File: src/rtl/bpm_pkg.sv
// Package for the bracket pair matcher: token class and status codes,
// fixed field widths. No dependencies.

package bpm_pkg;

	localparam int CLASS_W  = 3;
	localparam int KIND_W   = 2;
	localparam int STATUS_W = 3;

	typedef enum logic [CLASS_W-1:0] {
		TC_OTHER = 3'd0,
		TC_OPEN  = 3'd1,
		TC_CLOSE = 3'd2,
		TC_STMT  = 3'd3,
		TC_END   = 3'd4
	} token_class_t;

	typedef enum logic [STATUS_W-1:0] {
		ST_OK            = 3'd0,
		ST_MISSING_LEFT  = 3'd1,
		ST_MISMATCH      = 3'd2,
		ST_MISSING_RIGHT = 3'd3,
		ST_OVERFLOW      = 3'd4
	} status_t;

endpackage

File: src/rtl/bpm_ram.sv
// Generic single-port-write, single-port-read RAM with registered read data.
// No dependencies.

module bpm_ram #(
	parameter int WIDTH = 8,
	parameter int DEPTH = 64
) (
	input  logic                                  clk,
	input  logic                                  we,
	input  logic [(DEPTH > 1 ? $clog2(DEPTH) : 1)-1:0] waddr,
	input  logic [WIDTH-1:0]                      wdata,
	input  logic [(DEPTH > 1 ? $clog2(DEPTH) : 1)-1:0] raddr,
	output logic [WIDTH-1:0]                      rdata
);

	logic [WIDTH-1:0] mem [DEPTH];

	always_ff @(posedge clk) begin
		if (we) begin
			mem[waddr] <= wdata;
		end
		rdata <= mem[raddr];
	end

endmodule

File: src/rtl/bracket_pair_matcher.sv
// Bracket pair matcher top level: position counter, top-of-stack registers,
// stack RAM and output register. Depends on bpm_pkg and bpm_ram.
//
//  channel | handshake          | payload
//  --------+--------------------+------------------------------------------------
//  in      | in_valid / in_stall  | token_class, bracket_kind
//  out     | out_valid / out_stall| pair_valid, open_position, close_position,
//          |                      | statement_pair, status
//
// One word in, one word out, one word per cycle while in_stall is low; every
// word is finished in the cycle it is accepted and lands in the output register.
// The stack RAM (one write and one registered read per cycle) sets that figure.
// in_stall rises only while a result sits in the output register and out_stall
// is high. After reset the stack is empty and level zero is a statement level;
// no clearing pass runs, so words are taken from the first cycle.

module bracket_pair_matcher
	import bpm_pkg::*;
#(
	parameter int STACK_DEPTH   = 64,
	parameter int POSITION_BITS = 16
) (
	input  logic                     clk,
	input  logic                     arst_n,
	input  logic                     in_valid,
	output logic                     in_stall,
	input  logic [CLASS_W-1:0]       token_class,
	input  logic [KIND_W-1:0]        bracket_kind,
	output logic                     out_valid,
	input  logic                     out_stall,
	output logic                     pair_valid,
	output logic [POSITION_BITS-1:0] open_position,
	output logic [POSITION_BITS-1:0] close_position,
	output logic                     statement_pair,
	output logic [STATUS_W-1:0]      status
);

	localparam int AW  = (STACK_DEPTH > 1) ? $clog2(STACK_DEPTH) : 1;
	localparam int SPW = $clog2(STACK_DEPTH + 1);
	// RAM entry i: position and kind of open bracket i, plus the statement
	// flag of the level that bracket i was opened in (level i).
	localparam int EW  = POSITION_BITS + KIND_W + 1;

	// Stack state. The RAM holds every pushed entry; the top entry and the
	// flag of the innermost level are mirrored in registers so that a close
	// resolves without a RAM read. The RAM is always read at the entry just
	// below the top the next word will see, so a pop finds its new top in
	// rdata. Writes go to index sp and only on a push, which reads sp-1:
	// never the same entry in one cycle, so no forwarding is needed.
	logic [SPW-1:0]           sp_q;
	logic [POSITION_BITS-1:0] pos_q;
	logic [POSITION_BITS-1:0] top_pos_q;
	logic [KIND_W-1:0]        top_kind_q;
	logic                     top_flag_q;
	logic                     cur_flag_q;

	logic                     out_valid_q;
	logic                     pair_valid_q;
	logic [POSITION_BITS-1:0] open_pos_q;
	logic [POSITION_BITS-1:0] close_pos_q;
	logic                     stmt_q;
	status_t                  status_q;

	logic                     accept;
	token_class_t             cls;
	logic                     full;
	logic                     empty;

	logic [SPW-1:0]           sp_next;
	logic [SPW-1:0]           rd_sp;
	logic [POSITION_BITS-1:0] pos_next;
	logic [POSITION_BITS-1:0] top_pos_next;
	logic [KIND_W-1:0]        top_kind_next;
	logic                     top_flag_next;
	logic                     cur_flag_next;

	logic                     ram_we;
	logic [EW-1:0]            ram_wdata;
	logic [AW-1:0]            ram_raddr;
	logic [EW-1:0]            ram_rdata;

	logic                     res_pair;
	logic                     res_stmt;
	logic [POSITION_BITS-1:0] res_open;
	status_t                  res_status;

	// Hold the input while a finished word waits downstream.
	assign in_stall = out_valid_q & out_stall;
	assign accept   = in_valid & ~in_stall;

	assign full  = (sp_q == SPW'(STACK_DEPTH));
	assign empty = (sp_q == '0);

	always_comb begin
		cls            = token_class_t'(token_class);
		sp_next        = sp_q;
		pos_next       = pos_q;
		top_pos_next   = top_pos_q;
		top_kind_next  = top_kind_q;
		top_flag_next  = top_flag_q;
		cur_flag_next  = cur_flag_q;
		ram_we         = 1'b0;
		ram_wdata      = {pos_q, bracket_kind, cur_flag_q};
		res_pair       = 1'b0;
		res_stmt       = 1'b0;
		res_open       = '0;
		res_status     = ST_OK;

		if (accept) begin
			pos_next = pos_q + POSITION_BITS'(1);
			unique case (cls)
				TC_OPEN: begin
					if (full) begin
						// Drop the bracket.
						res_status = ST_OVERFLOW;
					end else begin
						ram_we        = 1'b1;
						top_pos_next  = pos_q;
						top_kind_next = bracket_kind;
						top_flag_next = cur_flag_q;
						cur_flag_next = 1'b0;
						sp_next       = sp_q + SPW'(1);
					end
				end
				TC_CLOSE: begin
					if (empty) begin
						res_status = ST_MISSING_LEFT;
					end else if (top_kind_q != bracket_kind) begin
						// Leave the stack alone.
						res_status = ST_MISMATCH;
					end else begin
						res_pair      = 1'b1;
						res_open      = top_pos_q;
						res_stmt      = cur_flag_q;
						// Statement pair marks the enclosing level.
						cur_flag_next = top_flag_q | cur_flag_q;
						top_pos_next  = ram_rdata[EW-1 -: POSITION_BITS];
						top_kind_next = ram_rdata[KIND_W:1];
						top_flag_next = ram_rdata[0];
						sp_next       = sp_q - SPW'(1);
					end
				end
				TC_STMT: begin
					cur_flag_next = 1'b1;
				end
				TC_END: begin
					if (!empty) begin
						res_status = ST_MISSING_RIGHT;
					end
					sp_next       = '0;
					cur_flag_next = 1'b1;
					pos_next      = '0;
				end
				default: begin
					// Other tokens, and unused class codes, only advance the count.
				end
			endcase
		end

		rd_sp     = sp_next - SPW'(2);
		ram_raddr = rd_sp[AW-1:0];
	end

	bpm_ram #(
		.WIDTH (EW),
		.DEPTH (STACK_DEPTH)
	) u_stack_ram (
		.clk   (clk),
		.we    (ram_we),
		.waddr (sp_q[AW-1:0]),
		.wdata (ram_wdata),
		.raddr (ram_raddr),
		.rdata (ram_rdata)
	);

	always_ff @(posedge clk or negedge arst_n) begin
		if (!arst_n) begin
			sp_q        <= '0;
			pos_q       <= '0;
			cur_flag_q  <= 1'b1;
			out_valid_q <= 1'b0;
		end else begin
			sp_q       <= sp_next;
			pos_q      <= pos_next;
			cur_flag_q <= cur_flag_next;
			if (accept) begin
				out_valid_q <= 1'b1;
			end else if (!out_stall) begin
				out_valid_q <= 1'b0;
			end
		end
	end

	// Top-of-stack mirror and result word: payload, no reset.
	always_ff @(posedge clk) begin
		top_pos_q  <= top_pos_next;
		top_kind_q <= top_kind_next;
		top_flag_q <= top_flag_next;
		if (accept) begin
			pair_valid_q <= res_pair;
			open_pos_q   <= res_open;
			close_pos_q  <= pos_q;
			stmt_q       <= res_stmt;
			status_q     <= res_status;
		end
	end

	assign out_valid      = out_valid_q;
	assign pair_valid     = pair_valid_q;
	assign open_position  = open_pos_q;
	assign close_position = close_pos_q;
	assign statement_pair = stmt_q;
	assign status         = status_q;

endmodule
File: config.mk
export PLATFORM = sky130hd
export DESIGN_NAME = bracket_pair_matcher
export DESIGN_NICKNAME = d
export VERILOG_FILES = /design/src/rtl/bpm_pkg.sv /design/src/rtl/bpm_ram.sv /design/src/rtl/bracket_pair_matcher.sv
export SDC_FILE = /design/constraint.sdc
export NUM_CORES = 2
export LEC_CHECK = 0
export ABC_CLOCK_PERIOD_IN_PS = 5000
export BUFFER_PORTS_ARGS = -buffer_cell sky130_fd_sc_hd__buf_4
export CAP_MARGIN = 20
export CORE_UTILIZATION = 48
export CTS_CLUSTER_DIAMETER = 100
export DETAILED_ROUTE_END_ITERATION = 10
export GPL_ROUTABILITY_DRIVEN = 0
export MAX_ROUTING_LAYER = met4
export PLACE_DENSITY = 0.66
export SLEW_MARGIN = 0
export SYNTH_ARGS = -nofsm -noshare
export SYNTH_HDL_FRONTEND = slang
export SYNTH_SLANG_ARGS = --single-unit
File: constraint.sdc
create_clock -name clk -period 5 [get_ports clk]
set_clock_uncertainty 0.05 [all_clocks]
set_input_delay 1 -clock clk [delete_from_list [all_inputs] [get_ports clk]]
set_output_delay 1 -clock clk [all_outputs]
set_load 0.01 [all_outputs]
### Yosys cells after proc, flatten, opt, wreduce, memory -nomap -nowiden

Memory sizes are Yosys's and may differ from the RTL's. A register that Yosys moved wholly into a read port is not among the register bits.
Index checks and enable logic that the tools add are counted.

| storage, ports and cells | value |
|---|---|
| flip-flop bits (word level) | 81 |
| bits in latches | 0 |
| RAM bits | 1216 |
| bits in read-only memories | 0 |
| input port bits | 9 |
| output and inout bits | 39 |
| logic and storage cells | 75 |
| memories kept | 1 |

Memory list:

| memory | depth | bits a word | rd ports | clocked after Yosys merged registers in | wr ports | RTL line | text |
|---|---|---|---|---|---|---|---|
| u_stack_ram.mem | 64 | 19 | 1 | 1 | 1 | bpm_ram.sv:16 | `logic [WIDTH-1:0] mem [DEPTH];` |

| operators by class | value |
|---|---|
| add/subtract/negate cells | 4 |
| multiply operators | 0 |
| div/mod/pow operators | 0 |
| magnitude comparators | 0 |
| eq/ne operators | 10 |
| shifts and indexed selects | 0 |
| mux-type cells | 35 |
| bitwise operators | 5 |
| reductions and logical operators | 8 |

Operators by type and width:

| operator | number |
|---|---|
| $mux 16 | 4 |
| $pmux 16 s2 | 1 |
| $mux 7 | 4 |
| $pmux 7 s3 | 1 |
| $add 16x1->16 const B | 1 |
| $mux 1 | 14 |
| $mux 2 | 6 |
| $reduce_and 5->1 | 2 |
| $pmux 3 s3 | 1 |
| $add 7x1->7 const B | 1 |
| $eq 7x7->1 const B | 1 |
| $logic_not 7->1 | 1 |
| $sub 7x1->7 const B | 1 |
| $eq 3x2->1 const B | 2 |
| $ne 2x2->1 const B | 3 |
| $sub 6x2->6 const B | 1 |
| $pmux 2 s2 | 1 |
| $reduce_or 2->1 | 2 |
| $eq 3x1->1 const B | 1 |
| $eq 3x3->1 const B | 1 |
| $mux 3 | 1 |
| $pmux 1 s3 | 1 |
| $reduce_bool 3->1 | 1 |
| $reduce_or 3->1 | 1 |
| 7 further kinds | 9 |

### Depth between registers and ports, before layout

| logic depth | value |
|---|---|
| word-level depth | 6 |
| depth in mapped cells | 24 |

### Modules after synthesis

Synthesis repeated with hierarchy kept, for this count alone.

| unflattened totals | value |
|---|---|
| cells, all modules | 2441 |
| area total of the unflattened synthesis | 50862.5 um2 |

Modules (own cells, without submodules):

| module | times used | cells an instance | area each (um2) |
|---|---|---|---|
| bpm_ram | 1 | 2113 | 47113.9 |
| bracket_pair_matcher | 1 | 328 | 3748.6 |

### Worst setup path after synthesis

Ideal clock, no wire load.

| timing path | value |
|---|---|
| path kind | input to register |
| start point | input port out_stall |
| end point | register u_stack_ram.rdata[13], read port of u_stack_ram.mem |
| arrival | 5.300 ns |
| data required time | 4.816 ns |
| slack | -0.484 ns |
| stages on the path | 17 |
| path buffers | 4 |
| path through | nand2_1 -> nand2_1 -> clkinv_1 -> o211ai_1 -> buf_2 -> a221oi_1 -> o22ai_1 -> inv_1 -> ha_1 -> clkbuf_1 -> inv_1 -> clkbuf_1 -> clkbuf_1 -> mux4_2 -> o211ai_1 -> a21boi_1 -> or4_1 |

| on the way | value |
|---|---|
| word-level cells in the longest chain between the ends | 5 |

Ends and longest elaborated chain:

| what | RTL line | text |
|---|---|---|
| start: declaration | bracket_pair_matcher.sv:30 | `input logic out_stall,` |
| $and 1x1->1 | bracket_pair_matcher.sv:88 | `assign in_stall = out_valid_q & out_stall;` |
| $not 1->1 | bracket_pair_matcher.sv:89 | `assign accept = in_valid & ~in_stall;` |
| $and 1x1->1 | bracket_pair_matcher.sv:89 |  |
| net accept | bracket_pair_matcher.sv:64 | `logic accept;` |
| $mux 7 | bracket_pair_matcher.sv:109 | `if (accept) begin` |
| net sp_next[2] | bracket_pair_matcher.sv:69 | `logic [SPW-1:0] sp_next;` |
| $sub 6x2->6 | bracket_pair_matcher.sv:160 | `rd_sp = sp_next - SPW'(2);` |
| end: declaration | bpm_ram.sv:13 | `output logic [WIDTH-1:0] rdata` |

The timed path passes the listed nets, and every way through them passes these cells.
A chain may end at the register's enable or synchronous reset.

### Worst setup path in the final report

| timing path | value |
|---|---|
| start point | register sp_q[1] |
| end point | register u_stack_ram.rdata[11], read port of u_stack_ram.mem |

| on the way | value |
|---|---|
| word-level cells in the longest chain between the ends | 6 |
| elaborated cells between the ends (all ways) | 10 |

Ends and longest elaborated chain:

| what | RTL line | text |
|---|---|---|
| start: declaration | bracket_pair_matcher.sv:50 | `logic [SPW-1:0] sp_q;` |
| start signal: assignment | bracket_pair_matcher.sv:183 | `sp_q <= sp_next;` |
| $sub 7x1->7 | bracket_pair_matcher.sv:140 | `sp_next = sp_q - SPW'(1);` |
| $mux 7 | bracket_pair_matcher.sv:128 | `end else if (top_kind_q != bracket_kind) begin` |
| $mux 7 | bracket_pair_matcher.sv:126 | `if (empty) begin` |
| $pmux 7 s3 | bracket_pair_matcher.sv:111 | `unique case (cls)` |
| $mux 7 * | bracket_pair_matcher.sv:109 |  |
| $sub 6x2->6 * | bracket_pair_matcher.sv:160 |  |

Every way passes the cells marked *; elsewhere a longest branch is shown, timed or not.

==> results.md <==
- Pwr/cell area: 411 nW/um^2
- Worst-Margin Slew: 1.09 ns
- Clock Power Share: 0.387
- Core box area: 109000 um^2
- Crit end category: register
- Vias in the first global route: 31800
- DIE WIDTH: 334 um
- Slew headroom: 0.272
- Placed insts: 5177
- Yosys warns: 0
- Comb pwr share: 0.106
- Status: completed
- CTS tree: yes
- Sink Count: 1316
- Sequential share of power: 0.507
- MaxCap Viol Count: 0
- P&R area growth vs syn: 13.9%
- Top-level I/O count: 48
- Finish-stage setup viols: 0
- Via/cell ratio: 6.23
- Pre-antenna DRT Iters: 6
- Number of I/O port buffers: 47
- Drt total wl: 147 mm
- Grt ovf: 0
- Syn Nets: 3765
- Worst-path clk slew: 0.06 ns
- Detail Placement HPWL: 83.9 mm
- FILL cells: 8534
- Iteration-0 DRC Markers: 4464
- Net Sw Frac: 0.246
- CTS Root Cell: clkbuf_16
- Ys flop type: edfxtp_1
- Critical Path AT: 5.52 ns
- P_sw: 6.08 mW
- Die extent in y: 334 um
- Row Count: 121
- R2R Setup Slk: 0.1 ns
- Hold WC Path Type: input port to asynchronous set/reset pin
- Final hold slack: 0.146 ns
- DIE AREA: 111000 um^2
- Util after Layout: 0.552
- First-pass GRT wire length: 214 mm
- P_leak: 21.6 nW
- EDFF count, synth: 1272
- Critical Path Source: sp_q[1]$_DFF_PN0_
- Mean Syn Cell Area: 14.1 um^2
- DR DRC count: 0
- Crit path largest cell delay: 0.88 ns
- Final cell count without fillers: 5416
- Placed Area: 55900 um^2
- Clock buffer count from CTS: 134
- Worst-Skew Late Latency: 0.74 ns
- Cell internal pwr: 18.6 mW
- Pwr Total: 24.7 mW
- Wire length per cell: 27.1 um
- Clock tree buffer depth: 3
- Via Count: 33800
- Final Hold Viols: 0
- Worst r2r src: sp_q[1]$_DFF_PN0_
- Synthesis-stage register bit count: 1316
- Post-synthesis async set-or-reset flop share: 0.0190
- Share of cells above drive strength 1: 0.154
- Starting Density: 0.484
- Worst Setup Start Kind: register
- Largest net degree at the start of global routing: 169
- Cts hold-fix bufs: 0
- Final instance area: 60100 um^2
- CP Class: register to register
- Critical Path RT: 5.62 ns
- Peak supply drop: 0.000336 V
- Max FO, Critical Path: 26
- Fmax: 0.204 GHz
- Seq/Total Area, Yosys: 0.743
- Global Route Usage Sum: 0.269
- Initial antenna violation count: 3
- Post CTS Setup Buffer Count: 0
- Distinct cells, synth: 76
- Nets@finish: 3913
- Tmin final: 4.90 ns
- Synthesized area: 52800 um^2
- Period utilisation layout: 0.981
- RSZ-0062 raised after global routing: false
- Worst path cell trace: inv_1, ha_1, nand2b_1, o41ai_4, o31ai_1, and2_1, or2_4, inv_6, ha_2, buf_4, buf_4, nor2_1, a221oi_1, nand2_1, and3_1
- Post-Synthesis Cells: 3752
- Slew Viols, Final: 0
- Most used cell, CP: buf_4
- Critical path's slowest cell: nor2_1
- ANT nets after route: 0
- CTS H-tree lvls: 4
[metal layers]
metal  vias to the layer above  GRT usage  routed length (um)
li1                      14600          -                   -
met4                         0      0.108                5780
met5                         -          -                   0
met2                      1919      0.404               67400
met1                     16900      0.369               59100
met3                       328     0.0440               14400
[through the flow]
stage | worst slack (ns) | setup TNS (ns)
2_1_floorplan | 0.00734 | 0
3_3_place_gp | -0.494 | -1.53
3_5_place_dp | -0.419 | -1.32
4_1_cts | 0.0496 | 0
5_1_grt | 0.0131 | 0
6_report | 0.0958 | 0
[Yosys cell counts (44+ instances only)]
master / count / area share
buf_2: 110 / 0.010
a31oi_1: 142 / 0.017
clkbuf_1: 101 / 0.0072
nand2_1: 888 / 0.063
nand4_1: 44 / 0.0052
mux2i_1: 102 / 0.019
a21oi_1: 75 / 0.0071
a211oi_1: 98 / 0.014
nand3_1: 226 / 0.021
a22oi_1: 47 / 0.0067
edfxtp_1: 1272 / 0.72
nor2_1: 93 / 0.0066
and3_1: 123 / 0.015
a32oi_1: 86 / 0.014
[worst max-delay path: cells and delay by family, from the launching register on]
kind	cells	cell delay, ns
AO/OA/AOI/OAI	3	0.89
adder cells (fa/ha/maj)	2	0.60
buffers and inverters	4	0.83
flip-flops	1	0.45
AND/OR/NAND/NOR	6	2.01
[layout by cell type (no fill, tap or decap), drive strengths merged, types with 22 or more instances in the layout]
| cell | netlist | routed |
|---|---|---|
| clkbuf | 101 | 174 |
| a31oi | 143 | 143 |
| and3 | 123 | 123 |
| buf | 150 | 263 |
| a32oi | 86 | 86 |
| clkinv | 2 | 44 |
| a21oi | 75 | 75 |
| nand3 | 226 | 226 |
| nor2 | 98 | 98 |
| a211oi | 99 | 99 |
| mux2i | 102 | 102 |
| dfrtp | 24 | 24 |
| nand4 | 44 | 44 |
| nand2 | 891 | 891 |
| a22oi | 48 | 48 |
| edfxtp | 1272 | 1272 |
| inv | 16 | 22 |
[power by group through the flow]
stage | sequential (mW) | clock, mW | combinational [mW]
2_1_floorplan | 12.8 | 0 | 1.31
3_3_place_gp | 12.7 | 0 | 2.54
3_5_place_dp | 12.7 | 0 | 2.57
4_1_cts | 12.5 | 9.67 | 2.58
5_1_grt | 12.5 | 10.1 | 2.76
6_report | 12.5 | 9.57 | 2.62
[repair_timing]
action | in CTS | in global routing
resized for setup | 3 | 9
gates cloned | 0 | 0
setup endpoints to repair | 3 | 12
[final timing paths]
kind,endpoint,cells past startpoint
max,u_stack_ram.rdata[11]$_DFF_P_,15
min,pos_q[13]$_DFFE_PN0P_,1
max reg2reg,u_stack_ram.rdata[11]$_DFF_P_,15
min reg2reg,top_kind_q[0]$_DFFE_PP_,2
max in group asynchronous,cur_flag_q$_DFFE_PN1P_,1
min in group clk,out_valid$_DFFE_PN0P_,2
[final cells by class]
| class | count | area (um^2) | share of cell area |
|---|---|---|---|
| timing repair buffer | 263 | 2270 | 0.0377 |
| multi-input combinational | 2167 | 12600 | 0.210 |
| clock buffer | 174 | 3630 | 0.0603 |
| tap | 1414 | 1770 | 0.0294 |
| antenna | 3 | 7.51 | 0.000125 |
| sequential | 1316 | 39200 | 0.652 |
| inverter | 18 | 92.6 | 0.00154 |
| clock inverter | 61 | 541 | 0.00899 |
[sequential cells by signal, indices dropped and copies added (netlist names)]
name	cells
u_stack_ram.mem	1216
top_kind_q	2
out_valid	1
pair_valid	1
sp_q	7
close_position	16
cur_flag_q	1
u_stack_ram.rdata	19
statement_pair	1
open_position	16
top_flag_q	1
status	3
pos_q	16
top_pos_q	16
[cell families (layout without fill, tap and decap cells)]
kind of cell,count (synthesis),in the layout,synth area share
xor gates and xnor gates,19,19,0.00358
buffers and inverters,269,516,0.0241
AOI/OAI and AO/OA,592,592,0.0822
adders and majority gates,4,4,0.000948
DFF,1316,1316,0.743
and+or+nand+nor,1427,1427,0.119
other,0,3,0
muxes,125,125,0.0279
No activity file was read; power rests on OpenSTA's default activity.
